==> src/design/captive_dns_reply_builder_macros.svh <==
// ----------------------------------------------------------------------------
// Assertion macros for the captive DNS reply builder
// Clocked concurrent checks, compiled out when ASSERT_OFF is set.
// ----------------------------------------------------------------------------
`ifndef CAPTIVE_DNS_REPLY_BUILDER_MACROS_SVH
`define CAPTIVE_DNS_REPLY_BUILDER_MACROS_SVH

`ifndef ASSERT_OFF
// same-cycle check: prop must hold at every edge out of reset
`define CDNS_ASSERT(lbl, clk, rstn, prop) \
    lbl: assert property (@(posedge clk) disable iff (!rstn) (prop)) \
        else $error("assertion failed");
// next-cycle check: cond at one edge implies res at the next
`define CDNS_ASSERT_NEXT(lbl, clk, rstn, cond, res) \
    lbl: assert property (@(posedge clk) disable iff (!rstn) (cond) |=> (res)) \
        else $error("assertion failed");
`else
`define CDNS_ASSERT(lbl, clk, rstn, prop)
`define CDNS_ASSERT_NEXT(lbl, clk, rstn, cond, res)
`endif

`endif

==> src/design/cdns_pkg.sv <==
// ----------------------------------------------------------------------------
// cdns_pkg
// Shared constants, types and the reply byte table of the DNS reply builder.
// ----------------------------------------------------------------------------
package cdns_pkg;

    localparam int MAX_PACKET   = 512;
    localparam int NAME_START   = 12;
    localparam int ANSWER_BYTES = 16;
    localparam int HDR_WRITES   = 8;
    localparam int REPLY_LIMIT  = 512;
    localparam int TTL_SECONDS  = 60;

    localparam int POS_W  = $clog2(MAX_PACKET + 1);
    localparam int PW     = POS_W + 1;
    localparam int LBL_W  = $clog2(MAX_PACKET + 256 + 1);
    localparam int OFF_W  = 9;
    localparam int BYTE_W = 8;
    localparam int LEN_W  = 10;
    localparam int ST_W   = 3;
    localparam int ADDR_W = 32;
    localparam int ITEMS_MAX = HDR_WRITES + ANSWER_BYTES + 1;
    localparam int IDX_W  = $clog2(ITEMS_MAX);
    localparam int ANS_W  = $clog2(ANSWER_BYTES);
    localparam int S_TDATA_W = 8;
    localparam int M_TDATA_W = 32;

    localparam logic [ADDR_W-1:0] ADDR_RESET = 32'hC0A8_0401;

    typedef enum logic [ST_W-1:0] {
        ST_ANSWERED  = 3'd0,
        ST_EMPTY     = 3'd1,
        ST_SHORT     = 3'd2,
        ST_QCOUNT    = 3'd3,
        ST_MALFORMED = 3'd4,
        ST_TOO_LONG  = 3'd5
    } status_t;

    // summary of one finished query, handed from the parser to the sequencer
    typedef struct packed {
        logic [POS_W-1:0] len;
        logic             qt_one;
        logic             end_seen;
        logic [POS_W-1:0] end_pos;
        logic             kind_a;
    } run_desc_t;

    typedef struct packed {
        logic [OFF_W-1:0]  offset;
        logic [BYTE_W-1:0] value;
    } wr_item_t;

    // write number idx of a passing run: header patches, then the answer record
    function automatic wr_item_t reply_item(logic [IDX_W-1:0]  idx,
                                            logic              is_a,
                                            logic [PW-1:0]     p,
                                            logic [ADDR_W-1:0] addr);
        wr_item_t         it;
        logic [ANS_W-1:0] k;
        logic [IDX_W-1:0] rel;
        rel = idx - IDX_W'(HDR_WRITES);
        k   = rel[ANS_W-1:0];
        it  = '0;
        if (idx < IDX_W'(HDR_WRITES))
        begin
            unique case (idx[2:0])
                3'd0: it = '{offset: OFF_W'(2),  value: 8'h81};
                3'd1: it = '{offset: OFF_W'(3),  value: 8'h80};
                3'd2: it = '{offset: OFF_W'(8),  value: 8'h00};
                3'd3: it = '{offset: OFF_W'(9),  value: 8'h00};
                3'd4: it = '{offset: OFF_W'(10), value: 8'h00};
                3'd5: it = '{offset: OFF_W'(11), value: 8'h00};
                3'd6: it = '{offset: OFF_W'(6),  value: 8'h00};
                3'd7: it = '{offset: OFF_W'(7),  value: {7'd0, is_a}};
                default: it = '0;
            endcase
        end
        else
        begin
            it.offset = p[OFF_W-1:0] + OFF_W'(k);
            unique case (k)
                4'd0:  it.value = 8'hC0;
                4'd1:  it.value = 8'h0C;
                4'd3:  it.value = 8'h01;
                4'd5:  it.value = 8'h01;
                4'd9:  it.value = BYTE_W'(TTL_SECONDS);
                4'd11: it.value = 8'h04;
                4'd12: it.value = addr[31:24];
                4'd13: it.value = addr[23:16];
                4'd14: it.value = addr[15:8];
                4'd15: it.value = addr[7:0];
                default: it.value = 8'h00;
            endcase
        end
        return it;
    endfunction

endpackage

==> src/design/captive_dns_reply_builder.sv <==
// ----------------------------------------------------------------------------
// captive_dns_reply_builder
// Turns a streamed DNS query into in-place reply patches plus an A answer.
// ----------------------------------------------------------------------------
//  channel  dir  beat contents
//  -------  ---  ---------------------------------------------------------
//  s_*      in   one query byte; tlast on the final byte
//  m_*      out  one buffer write, or the finish beat (tlast) with length/status
//  cfg_*    in   answer_address (IPv4, first octet in bits 31:24)
//
//  - One query byte per cycle; the walk does a single compare/add per byte.
//  - A packet end yields a run of 1 (rejected), 9 (empty reply) or 25 (A answer)
//    result beats, issued one per cycle by the sequencer; the last byte passes
//    the run descriptor, the busy flag and the output register before the first beat.
//  - Input keeps flowing during a run; it stalls only when a second packet end
//    is held while the sequencer is still busy with the previous run.
//  - Output stalls hold the result register; the sequencer waits with it.
//  - rst_n is asynchronous; answer_address resets to 0xC0A80401.
// ----------------------------------------------------------------------------
module captive_dns_reply_builder
(
    input  logic                                clk,
    input  logic                                rst_n,
    input  logic                                s_tvalid,
    output logic                                s_tready,
    input  logic [cdns_pkg::S_TDATA_W-1:0]      s_tdata,   // [7:0] data_byte
    input  logic                                s_tlast,   // last_byte
    output logic                                m_tvalid,
    input  logic                                m_tready,
    // [8:0] write_offset, [16:9] write_value, [26:17] reply_length,
    // [29:27] status, [31:30] zero
    output logic [cdns_pkg::M_TDATA_W-1:0]      m_tdata,
    output logic                                m_tlast,   // finish
    input  logic                                cfg_valid,
    output logic                                cfg_ready,
    input  logic [cdns_pkg::ADDR_W-1:0]         cfg_data   // answer_address
);

    logic [cdns_pkg::ADDR_W-1:0] answer_address_reg;
    logic                        desc_valid;
    logic                        desc_take;
    cdns_pkg::run_desc_t         desc;

    // config is to be written only while idle (a rule on the user), so the sequencer reads it live
    assign cfg_ready = 1'b1;

    always_ff @(posedge clk or negedge rst_n)
    begin
        if (!rst_n)
            answer_address_reg <= cdns_pkg::ADDR_RESET;
        else if (cfg_valid && cfg_ready)
            answer_address_reg <= cfg_data;
    end

    // byte walker: updates parse state each beat, snapshots a run summary on tlast
    cdns_walk u_walk
    (
        .clk        (clk),
        .rst_n      (rst_n),
        .s_tvalid   (s_tvalid),
        .s_tready   (s_tready),
        .s_tdata    (s_tdata),
        .s_tlast    (s_tlast),
        .desc_valid (desc_valid),
        .desc       (desc),
        .desc_take  (desc_take)
    );

    // checker + write sequencer: status on load, then one result beat per cycle unless the output stalls
    cdns_seq u_seq
    (
        .clk            (clk),
        .rst_n          (rst_n),
        .desc_valid     (desc_valid),
        .desc           (desc),
        .desc_take      (desc_take),
        .answer_address (answer_address_reg),
        .m_tvalid       (m_tvalid),
        .m_tready       (m_tready),
        .m_tdata        (m_tdata),
        .m_tlast        (m_tlast)
    );

endmodule

==> src/design/cdns_walk.sv <==
// ----------------------------------------------------------------------------
// cdns_walk
// Per-byte query parser: question count, label walk, query type capture.
// ----------------------------------------------------------------------------
`include "captive_dns_reply_builder_macros.svh"

module cdns_walk
(
    input  logic                                clk,
    input  logic                                rst_n,
    input  logic                                s_tvalid,
    output logic                                s_tready,
    input  logic [cdns_pkg::S_TDATA_W-1:0]      s_tdata,   // [7:0] data_byte
    input  logic                                s_tlast,   // last_byte
    output logic                                desc_valid,
    output cdns_pkg::run_desc_t                 desc,
    input  logic                                desc_take
);

    localparam int POS_W = cdns_pkg::POS_W;
    localparam int PW    = cdns_pkg::PW;
    localparam int LBL_W = cdns_pkg::LBL_W;

    logic [POS_W-1:0] byte_pos_reg, byte_pos_next;
    logic [15:0]      qtotal_reg, qtotal_next;
    logic [LBL_W-1:0] label_pos_reg, label_pos_next;
    logic [POS_W-1:0] end_pos_reg, end_pos_next;
    logic             end_seen_reg, end_seen_next;
    logic [15:0]      kind_reg, kind_next;
    logic             desc_valid_reg;
    cdns_pkg::run_desc_t desc_reg;

    logic             accept;
    logic             in_range;
    logic [7:0]       db;
    logic [PW-1:0]    pos_x;
    logic [PW-1:0]    end1;
    logic [PW-1:0]    end2;

    assign s_tready   = !desc_valid_reg || desc_take;
    assign accept     = s_tvalid && s_tready;
    assign desc_valid = desc_valid_reg;
    assign desc       = desc_reg;
    assign db         = s_tdata[7:0];
    assign in_range   = byte_pos_reg < POS_W'(cdns_pkg::MAX_PACKET);
    assign pos_x      = PW'(byte_pos_reg);
    assign end1       = PW'(end_pos_reg) + PW'(1);
    assign end2       = PW'(end_pos_reg) + PW'(2);

    always_comb
    begin
        byte_pos_next  = byte_pos_reg;
        qtotal_next    = qtotal_reg;
        label_pos_next = label_pos_reg;
        end_pos_next   = end_pos_reg;
        end_seen_next  = end_seen_reg;
        kind_next      = kind_reg;
        if (in_range)
        begin
            if (byte_pos_reg == POS_W'(4))
                qtotal_next[15:8] = db;
            else if (byte_pos_reg == POS_W'(5))
                qtotal_next[7:0] = db;
            if (end_seen_reg)
            begin
                if (pos_x == end1)
                    kind_next[15:8] = db;
                else if (pos_x == end2)
                    kind_next[7:0] = db;
            end
            else if (LBL_W'(byte_pos_reg) == label_pos_reg)
            begin
                if (db == 8'd0)
                begin
                    end_pos_next  = byte_pos_reg;
                    end_seen_next = 1'b1;
                end
                else
                    label_pos_next = LBL_W'(byte_pos_reg) + LBL_W'(db) + LBL_W'(1);
            end
            byte_pos_next = byte_pos_reg + POS_W'(1);
        end
    end

    always_ff @(posedge clk or negedge rst_n)
    begin
        if (!rst_n)
        begin
            byte_pos_reg   <= '0;
            qtotal_reg     <= '0;
            label_pos_reg  <= LBL_W'(cdns_pkg::NAME_START);
            end_pos_reg    <= '0;
            end_seen_reg   <= 1'b0;
            kind_reg       <= '0;
            desc_valid_reg <= 1'b0;
        end
        else
        begin
            if (accept && s_tlast)
            begin
                // packet done: walk restarts for the next query
                byte_pos_reg   <= '0;
                qtotal_reg     <= '0;
                label_pos_reg  <= LBL_W'(cdns_pkg::NAME_START);
                end_pos_reg    <= '0;
                end_seen_reg   <= 1'b0;
                kind_reg       <= '0;
                desc_valid_reg <= 1'b1;
            end
            else
            begin
                if (accept)
                begin
                    byte_pos_reg  <= byte_pos_next;
                    qtotal_reg    <= qtotal_next;
                    label_pos_reg <= label_pos_next;
                    end_pos_reg   <= end_pos_next;
                    end_seen_reg  <= end_seen_next;
                    kind_reg      <= kind_next;
                end
                if (desc_take)
                    desc_valid_reg <= 1'b0;
            end
        end
    end

    always_ff @(posedge clk)
    begin
        if (accept && s_tlast)
        begin
            desc_reg.len      <= byte_pos_next;
            desc_reg.qt_one   <= (qtotal_next == 16'd1);
            desc_reg.end_seen <= end_seen_next;
            desc_reg.end_pos  <= end_pos_next;
            desc_reg.kind_a   <= (kind_next == 16'd1);
        end
    end

    `CDNS_ASSERT(a_pos_bound, clk, rst_n, byte_pos_reg <= POS_W'(cdns_pkg::MAX_PACKET))
    `CDNS_ASSERT_NEXT(a_desc_hold, clk, rst_n, desc_valid_reg && !desc_take, desc_valid_reg && $stable(desc_reg))

endmodule

==> src/design/cdns_seq.sv <==
// ----------------------------------------------------------------------------
// cdns_seq
// Run checker and reply write sequencer with the registered output stage.
// ----------------------------------------------------------------------------
`include "captive_dns_reply_builder_macros.svh"

module cdns_seq
(
    input  logic                                clk,
    input  logic                                rst_n,
    input  logic                                desc_valid,
    input  cdns_pkg::run_desc_t                 desc,
    output logic                                desc_take,
    input  logic [cdns_pkg::ADDR_W-1:0]         answer_address,
    output logic                                m_tvalid,
    input  logic                                m_tready,
    output logic [cdns_pkg::M_TDATA_W-1:0]      m_tdata,
    output logic                                m_tlast
);

    localparam int PW    = cdns_pkg::PW;
    localparam int IDX_W = cdns_pkg::IDX_W;
    localparam int OFF_W = cdns_pkg::OFF_W;
    localparam int BYTE_W = cdns_pkg::BYTE_W;
    localparam int LEN_W = cdns_pkg::LEN_W;
    localparam int FIELD_W = OFF_W + BYTE_W + LEN_W + cdns_pkg::ST_W;

    logic                 busy_reg;
    logic [IDX_W-1:0]     idx_reg;
    logic [IDX_W-1:0]     last_idx_reg;
    logic                 is_a_reg;
    logic [PW-1:0]        p_reg;
    cdns_pkg::status_t    status_reg;
    logic [LEN_W-1:0]     rlen_reg;

    logic                 out_valid_reg;
    logic                 out_last_reg;
    logic [OFF_W-1:0]     out_off_reg;
    logic [BYTE_W-1:0]    out_val_reg;
    logic [LEN_W-1:0]     out_len_reg;
    cdns_pkg::status_t    out_st_reg;

    // load-time checks
    logic [PW-1:0]        len_x, end4, p_w, p_ans;
    cdns_pkg::status_t    st_chk;
    logic [IDX_W-1:0]     last_chk;
    logic [LEN_W-1:0]     rlen_chk;
    logic                 load, advance, emit, fin;
    cdns_pkg::wr_item_t   item;

    assign desc_take = !busy_reg;
    assign load      = desc_valid && !busy_reg;
    assign advance   = !out_valid_reg || m_tready;
    assign emit      = busy_reg && advance;
    assign fin       = (idx_reg == last_idx_reg);

    assign len_x = PW'(desc.len);
    assign end4  = PW'(desc.end_pos) + PW'(4);
    assign p_w   = PW'(desc.end_pos) + PW'(5);
    assign p_ans = p_w + PW'(cdns_pkg::ANSWER_BYTES);

    always_comb
    begin
        rlen_chk = '0;
        last_chk = '0;
        priority if (len_x < PW'(cdns_pkg::NAME_START))
            st_chk = cdns_pkg::ST_SHORT;
        else if (!desc.qt_one)
            st_chk = cdns_pkg::ST_QCOUNT;
        else if (!desc.end_seen || end4 >= len_x)
            st_chk = cdns_pkg::ST_MALFORMED;
        else if (desc.kind_a ? (p_ans > PW'(cdns_pkg::REPLY_LIMIT))
                             : (p_w > PW'(cdns_pkg::REPLY_LIMIT)))
            st_chk = cdns_pkg::ST_TOO_LONG;
        else if (desc.kind_a)
        begin
            st_chk   = cdns_pkg::ST_ANSWERED;
            rlen_chk = p_ans[LEN_W-1:0];
            last_chk = IDX_W'(cdns_pkg::HDR_WRITES + cdns_pkg::ANSWER_BYTES);
        end
        else
        begin
            st_chk   = cdns_pkg::ST_EMPTY;
            rlen_chk = p_w[LEN_W-1:0];
            last_chk = IDX_W'(cdns_pkg::HDR_WRITES);
        end
    end

    assign item = cdns_pkg::reply_item(idx_reg, is_a_reg, p_reg, answer_address);

    always_ff @(posedge clk or negedge rst_n)
    begin
        if (!rst_n)
        begin
            busy_reg      <= 1'b0;
            idx_reg       <= '0;
            out_valid_reg <= 1'b0;
        end
        else
        begin
            if (load)
            begin
                busy_reg <= 1'b1;
                idx_reg  <= '0;
            end
            else if (emit)
            begin
                if (fin)
                    busy_reg <= 1'b0;
                else
                    idx_reg <= idx_reg + IDX_W'(1);
            end
            if (advance)
                out_valid_reg <= busy_reg;
        end
    end

    always_ff @(posedge clk)
    begin
        if (load)
        begin
            last_idx_reg <= last_chk;
            is_a_reg     <= desc.kind_a;
            p_reg        <= p_w;
            status_reg   <= st_chk;
            rlen_reg     <= rlen_chk;
        end
        if (emit)
        begin
            out_last_reg <= fin;
            out_off_reg  <= fin ? '0 : item.offset;
            out_val_reg  <= fin ? '0 : item.value;
            out_len_reg  <= fin ? rlen_reg : '0;
            out_st_reg   <= fin ? status_reg : cdns_pkg::ST_ANSWERED;
        end
    end

    assign m_tvalid = out_valid_reg;
    assign m_tlast  = out_last_reg;
    assign m_tdata  = {{(cdns_pkg::M_TDATA_W - FIELD_W){1'b0}},
                       out_st_reg, out_len_reg, out_val_reg, out_off_reg};

    `CDNS_ASSERT(a_idx_range, clk, rst_n, !busy_reg || idx_reg <= last_idx_reg)
    `CDNS_ASSERT(a_write_clean, clk, rst_n, !(out_valid_reg && !out_last_reg) || (out_len_reg == '0 && out_st_reg == cdns_pkg::ST_ANSWERED))
    `CDNS_ASSERT(a_fail_no_len, clk, rst_n, !(out_valid_reg && out_last_reg && out_st_reg != cdns_pkg::ST_ANSWERED && out_st_reg != cdns_pkg::ST_EMPTY) || out_len_reg == '0)

endmodule
==> config.mk <==
export PLATFORM = sky130hd
export DESIGN_NAME = captive_dns_reply_builder
export DESIGN_NICKNAME = d
export VERILOG_FILES = /design/src/design/cdns_pkg.sv /design/src/design/captive_dns_reply_builder.sv /design/src/design/cdns_walk.sv /design/src/design/cdns_seq.sv
export VERILOG_INCLUDE_DIRS = /design/src /design/src/design
export SDC_FILE = /design/constraint.sdc
export NUM_CORES = 1
export LEC_CHECK = 0
export BUFFER_PORTS_ARGS = -buffer_cell sky130_fd_sc_hd__buf_2
export CORE_ASPECT_RATIO = 1.75
export CORE_MARGIN = 3
export CORE_UTILIZATION = 63
export CTS_BUF_LIST = sky130_fd_sc_hd__clkbuf_4 sky130_fd_sc_hd__clkbuf_8
export CTS_CLUSTER_SIZE = 28
export DETAILED_ROUTE_END_ITERATION = 12
export PLACE_DENSITY = 0.83
export SLEW_MARGIN = 15
export SYNTH_ARGS = -nofsm -noshare
export SYNTH_HDL_FRONTEND = slang
export SYNTH_SLANG_ARGS = --single-unit
export TNS_END_PERCENT = 50
==> constraint.sdc <==
create_clock -name clk -period 3.6 [get_ports clk]
set_input_delay 1.08 -clock clk [delete_from_list [all_inputs] [get_ports clk]]
set_output_delay 1.08 -clock clk [all_outputs]
set_load 0.1 [all_outputs]
=== Word-level counts from Yosys, hierarchy flattened ===
Cells that the tools add are included.

* Bits in registers: 185
* Output and inout bits: 36
* Word-level logic and storage cells: 150

* Add/sub/neg operators: 11
* $lt $le $gt $ge: 6
* Equality and inequality tests: 28
* Multiplexer cells: 52
* Bitwise operators: 1
* Reductions and logical operators: 25

{| class="wikitable"
|+ Operator list
! kind !! number
|-
| 10-bit 2-to-1 mux || 16
|-
| 17-bit case mux with 8 select lines || 1
|-
| 16-bit 2-to-1 mux || 7
|-
| 8-bit case mux with 9 select lines || 1
|-
| 8-bit 2-to-1 mux || 6
|-
| 16-bit by 1-bit equality test with 1-bit output, second input constant || 2
|-
| 4-bit equality test, second input constant || 6
|-
| 10-bit by 3-bit adder with 11-bit output, second input constant || 2
|-
| 10-bit by 11-bit equality test with 1-bit output || 2
|-
| 11-bit by 10-bit greater-than comparator with 1-bit output, second input constant || 2
|-
| 10-bit by 1-bit adder with 10-bit output, second input constant || 2
|-
| 10-bit by 3-bit equality test with 1-bit output, second input constant || 2
|-
| 5-bit 2-to-1 mux || 4
|-
| 17-bit 2-to-1 mux || 1
|-
| 1-bit 2-to-1 mux || 14
|-
| 3-bit equality test, second input constant || 4
|-
| 10-bit by 1-bit adder with 11-bit output, second input constant || 1
|-
| 10-bit by 2-bit adder with 11-bit output, second input constant || 1
|-
| 11-bit by 5-bit adder with 11-bit output, second input constant || 1
|-
| 11-bit by 10-bit >= comparator with 1-bit output || 1
|-
| 10-bit by 8-bit adder with 10-bit output || 1
|-
| 10-bit equality test || 1
|-
| 10-bit less-than comparator, second input constant || 1
|-
| 10-bit by 4-bit less-than comparator with 1-bit output, second input constant || 1
|-
| other kinds (25) || 43
|}

=== Logic depth before layout (Yosys ltp) ===
* Depth in word-level cells: 8
* Depth in mapped cells: 13

=== Cells and area by module ===
Synthesis repeated with hierarchy kept, for this count alone.

* Cells, all modules: 956
* Area, all modules: 10438.8 sq um

{| class="wikitable"
|+ By module, submodules not included
! module !! times used !! cells an instance !! area an instance (sq um) !! seq. area each (sq um)
|-
| cdns_walk || 1 || 499 || 4994.8 || 2294.7
|-
| cdns_seq || 1 || 387 || 4078.9 || 1856.8
|-
| captive_dns_reply_builder || 1 || 70 || 1365.1 || 809.5
|}

=== Worst setup path before layout ===
Ideal clock, no wire load.

* Path kind: input to register
* Start point: in s_tdata[4] (netlist name)
* End point: reg u_walk.desc_reg, in the netlist u_walk.desc[5], data pin
* Arrival: 3.078 ns
* Data required time: 3.340 ns
* Slack: 0.262 ns
* Cell stages on the path: 6
* Buffers on the path: 2
* Path through: or4_1 or4_4 or4_4 buf_6 buf_12 mux2_4

* Longest elaborated chain between the ends: 5

{| class="wikitable"
|+ RTL lines
! item !! line !! RTL
|-
| start, declared || captive_dns_reply_builder.sv:26 || <nowiki>input logic [cdns_pkg::S_TDATA_W-1:0] s_tdata,</nowiki>
|-
| 8-bit zero test || cdns_walk.sv:73 || <nowiki>if (db == 8'd0)</nowiki>
|-
| 10-bit 2-to-1 mux || cdns_walk.sv:73 ||
|-
| 10-bit 2-to-1 mux || cdns_walk.sv:71 || <nowiki>else if (LBL_W'(byte_pos_reg) == label_pos_reg)</nowiki>
|-
| 10-bit 2-to-1 mux || cdns_walk.sv:64 || <nowiki>if (end_seen_reg)</nowiki>
|-
| 10-bit 2-to-1 mux || cdns_walk.sv:58 || <nowiki>if (in_range)</nowiki>
|-
| via u_walk.end_pos_next[4] || cdns_walk.sv:27 || <nowiki>logic [POS_W-1:0] end_pos_reg, end_pos_next;</nowiki>
|-
| end, declared || cdns_walk.sv:31 || <nowiki>cdns_pkg::run_desc_t desc_reg;</nowiki>
|}

The timed path passes the listed nets, and every way through them passes these cells.
A chain may end at the register's enable or synchronous reset.

=== Worst setup path in the final report ===
* Start point: reg u_walk.desc_reg, in the netlist u_walk.desc[3]
* End point: reg u_seq.status_reg[2], data pin

* Longest elaborated chain between the ends: 6
* Elaborated cells between the ends (all ways): 10
* Those cells by class: add/sub: 3; order compare: 3; mux: 3; reduce/logical: 1

{| class="wikitable"
|+ RTL lines
! item !! line !! RTL
|-
| 10-bit by 3-bit adder with 11-bit output (*) || cdns_seq.sv:59 || <nowiki>assign p_w = PW'(desc.end_pos) + PW'(5);</nowiki>
|-
| via u_seq.p_w[4] || cdns_seq.sv:44 || <nowiki>logic [PW-1:0] len_x, end4, p_w, p_ans;</nowiki>
|-
| 11-bit by 5-bit adder with 11-bit output || cdns_seq.sv:60 || <nowiki>assign p_ans = p_w + PW'(cdns_pkg::ANSWER_BYTES);</nowiki>
|-
| 11-bit by 10-bit greater-than comparator with 1-bit output || cdns_seq.sv:72 || <nowiki>else if (desc.kind_a ? (p_ans > PW'(cdns_pkg::REPLY_LIMIT))</nowiki>
|-
| 1-bit 2-to-1 mux (*) || cdns_seq.sv:72 ||
|-
| 3-bit 2-to-1 mux (*) || cdns_seq.sv:72 ||
|-
| 3-bit 2-to-1 mux (*) || cdns_seq.sv:70 || <nowiki>else if (!desc.end_seen || end4 >= len_x)</nowiki>
|-
| end signal, assigned || cdns_seq.sv:125 || <nowiki>status_reg <= st_chk;</nowiki>
|-
| end, declared || cdns_seq.sv:33 || <nowiki>cdns_pkg::status_t status_reg;</nowiki>
|}

Mark *: on every way through the listed nets, which the timed path passes. The rest lies on a longest branch.

==> metrics list <==
* Via count of the first global-routing pass: ~7700
- Register-to-Register Setup Slack: around 0.24 ns
- Sw Pwr: 3.48 mW
- Total clock sinks: around 180
- Required time of the critical path: between 3 and 4 ns
* Leakage: 4.63 nW
* Classification of the worst setup path: reg -> reg
- Setup total negative slack on the finished layout was measured at 0 ns.
* Part of the total power dissipated in sequential elements: 0.401
- Worst Hold Class: reg -> reg
- The floorplan has 60 rows.
- Switching power share of the total: 0.453
- The share of total power dissipated in combinational logic is 0.424.
* Fraction of the cycle the final worst path needs: 0.933
- In this run the clock root is driven by a sky130_fd_sc_hd__clkbuf_8.
- After clock tree synthesis, the clock-pin slew on the worst setup and hold paths is 0.10 ns.
- Setup violations remaining at the end of the flow were counted as 0.
- Internal power component: 4.20 mW
* Peak supply drop: 543 uV
* Top_reg_cell synth: sky130_fd_sc_hd__dfrtp_1
- Share of the synthesized area in the top cell type: 0.235
- Floorplan die area: 17700 um^2
- Of the cells placed in the final design, the portion with a size suffix greater than 1 is 0.195.
- Number of detailed-route iterations in the first pass: 8
- Final antenna-violating net count: 0
- Number of buffers inserted by hold repair at cts: 0
* Number of input and output port buffers inserted: about 80
- Final Wtd Congestion: 0.926
* Cells taking the most area after synthesis: sky130_fd_sc_hd__edfxtp_1 23%, sky130_fd_sc_hd__dfrtp_1 23%, sky130_fd_sc_hd__ha_1 4.7%
- In this run, CTS created clock tree buffers numbering 17.
- Ports placed on the boundary: 82
* Power Dens Cells: ~700 nW/um^2
- Portion of the post-synthesis area used by sequential elements: 0.491
* Transition time at the pin with the least slew margin: between 0.8 and 0.9 ns
- First-iteration detailed-routing DRC count: about 460
* Core outline area: roughly 16000 um^2
- Of all cell types, the one taking the most synthesized area is sky130_fd_sc_hd__edfxtp_1.
- Cell count after synthesis: 961
- Maximum fanout along the worst path: 10
- Maximum clock frequency: 0.298 GHz
- Warnings, synthesis: 0
* Initial antenna violation count: 0
- Gates resized during post-CTS repair numbered 0.
* CTS tree: yes
- The initial utilization of the core area, before any placement, comes to 0.650.
* Commonest cells after routing, fill and taps aside: 94 x sky130_fd_sc_hd__dfrtp_1, 91 x sky130_fd_sc_hd__nand2_1, 79 x sky130_fd_sc_hd__edfxtp_1
- Clk_skew: roughly 0.022 ns
* Post-CTS setup buffer count: 0
- Setup WS post-layout: 0.241 ns
- The number of antenna diodes in the final layout is 0.
* Netlist Area Pre-Place: 10100 um^2
- The first global-routing pass estimated 37700 um of wire.
- Async S/R FF share, synth: 0.566
- The area growth from synthesis to layout is 9.44%.
* Max FFs per register: 32
- The total overflow left after global routing is 0.
* Status: completed
- Synthesized area per cell: between 10 and 15 um^2
- Most frequent standard cell in the layout excluding fill and tap cells: sky130_fd_sc_hd__dfrtp_1
- Die Y-Extent: 174 um
* Drt wl/cell: 19.4 um
- The synthesized design contains 79 enable-type register cells.
- Die boundary width: 102 um
* Total number of H-tree levels: 4
- After detailed routing, the total wire length is 23800 um.
* DPL Wire Length: 17400 um
- Summing over every cut layer, the via total after detailed routing is slightly below 8000.
- In this run the tightest slew margin relative to its limit is 0.414.
* CP startpoint kind: flip-flop
* Number of vias per cell after detailed routing: 6.34
* Number of violations of the max-capacitance limit: 0
* Number of slew-limit violations in the final report: 0
* Minimum setup slack after placement: 0.0838 ns
- Critical path arrival: approximately 3.6 ns
* Unique masters post-synth: 79
- In this run, synthesis produced a sequential element count of about 180.
- Kind of end point of the critical path: flip-flop
- Setup repair after global routing left no endpoint under its margin.
- In the global route stage, overall resource usage came out at 0.273.
- Clk network pwr share: 0.174
- Clock latency on the worst-skew pair, taken at its later pin, is 0.47 ns.
* Final hold viol count: 0
- In the routed design, unresolved DRC markers number 0.
- The worst path in the final design needs a cycle of between 3 and 4 ns, including I/O delays and setup.
* Maximum buffer depth of the clock tree: 2
* Number of nets in the layout: around 1100
* Pin count of the biggest net entering global routing: 57
[area by class of cell]
cell class                 count  area [um^2]
clock buffer                  18          248
clock inverter                14          131
fill                        1150         4480
inverter                      45          169
multi-input combinational    672         4690
sequential                   182         4960
tap                          186          233
timing repair buffer         108          631
[synthesized netlist by cell type (14+ instances only)]
cell                       number
sky130_fd_sc_hd__xnor2_1       41
sky130_fd_sc_hd__nand3_1       22
sky130_fd_sc_hd__edfxtp_1      79
sky130_fd_sc_hd__nor3_1        23
sky130_fd_sc_hd__o21ai_0       60
sky130_fd_sc_hd__and2_1        20
sky130_fd_sc_hd__nor2_1        43
sky130_fd_sc_hd__mux2_2        38
sky130_fd_sc_hd__inv_1         45
sky130_fd_sc_hd__a21oi_1       21
sky130_fd_sc_hd__nand2_1       91
sky130_fd_sc_hd__ha_1          38
sky130_fd_sc_hd__dfrtp_1       94
sky130_fd_sc_hd__a22oi_1       41
sky130_fd_sc_hd__nand2b_1      14
sky130_fd_sc_hd__clkbuf_1      43
sky130_fd_sc_hd__xor2_1        30
[worst paths after layout]
kind,start,endpoint,depth (start not counted)
hold / removal,u_walk.label_pos_reg[2]$_DFFE_PN1P_,u_walk.label_pos_reg[2]$_DFFE_PN1P_,2
hold reg to reg,u_walk.label_pos_reg[2]$_DFFE_PN1P_,u_walk.label_pos_reg[2]$_DFFE_PN1P_,2
setup reg to reg,u_walk.desc[3]$_DFFE_PP_,u_seq.status_reg[2]$_SDFFCE_PP0P_,11
setup / recovery,u_walk.desc[3]$_DFFE_PP_,u_seq.status_reg[2]$_SDFFCE_PP0P_,11
max in group asynchronous,rst_n,u_walk.label_pos_reg[2]$_DFFE_PN1P_,2
min in group asynchronous,rst_n,u_walk.qtotal_reg[10]$_DFFE_PN0P_,1
[critical path, stage by stage (launching register included)]
cell and delay [ns]:
sky130_fd_sc_hd__edfxtp_1 0.53, sky130_fd_sc_hd__inv_1 0.12, sky130_fd_sc_hd__ha_1 0.24, sky130_fd_sc_hd__a21oi_1 0.28, sky130_fd_sc_hd__xnor2_1 0.19, sky130_fd_sc_hd__ha_1 0.27
sky130_fd_sc_hd__nand2_1 0.08, sky130_fd_sc_hd__a2111oi_0 0.46, sky130_fd_sc_hd__o31a_1 0.25, sky130_fd_sc_hd__o21ai_0 0.17, sky130_fd_sc_hd__o211a_1 0.29, sky130_fd_sc_hd__o21ba_2 0.26
[power groups by stage]
stage,registers (mW),logic (mW),clock network [mW]
floorplan,3.97,1.65,0
global placement,3.09,3.16,0
detailed placement,3.11,3.22,0
CTS,3.07,3.25,1.35
global route,3.13,3.51,1.43
finish,3.08,3.26,1.34
[layer usage]
metal	share of wire	global-route usage
met5	0	0
met3	0.046	0.0447
met1	0.34	0.273
met4	0.069	0.181
met2	0.55	0.500
[per-stage QoR]
step           cells  hold WS [ns]  power (mW)   util  instance area [um^2]
2_1_floorplan    962         0.424        5.62      -                 10100
3_3_place_gp    1193         0.480        6.25  0.687                 10700
3_5_place_dp    1193         0.482        6.34  0.687                 10700
4_1_cts         1225         0.497        7.67  0.712                 11100
5_1_grt         1225         0.515        8.07  0.712                 11100
6_report        1225         0.493        7.68  0.712                 11100
[cells by family (layout without fill, tap and decap cells)]
logic type      after synthesis  count (layout)  share of synthesized area
simple gates                291             291                      0.149
compound gates              221             221                      0.149
flops                       182             182                      0.491
buf+inv                     108             185                     0.0459
xor+xnor                     71              71                     0.0615
mux                          46              46                     0.0523
fa+ha+maj                    40              40                     0.0510
other cells                   2               3                   0.000743
No activity file was read; power rests on OpenSTA's default activity.
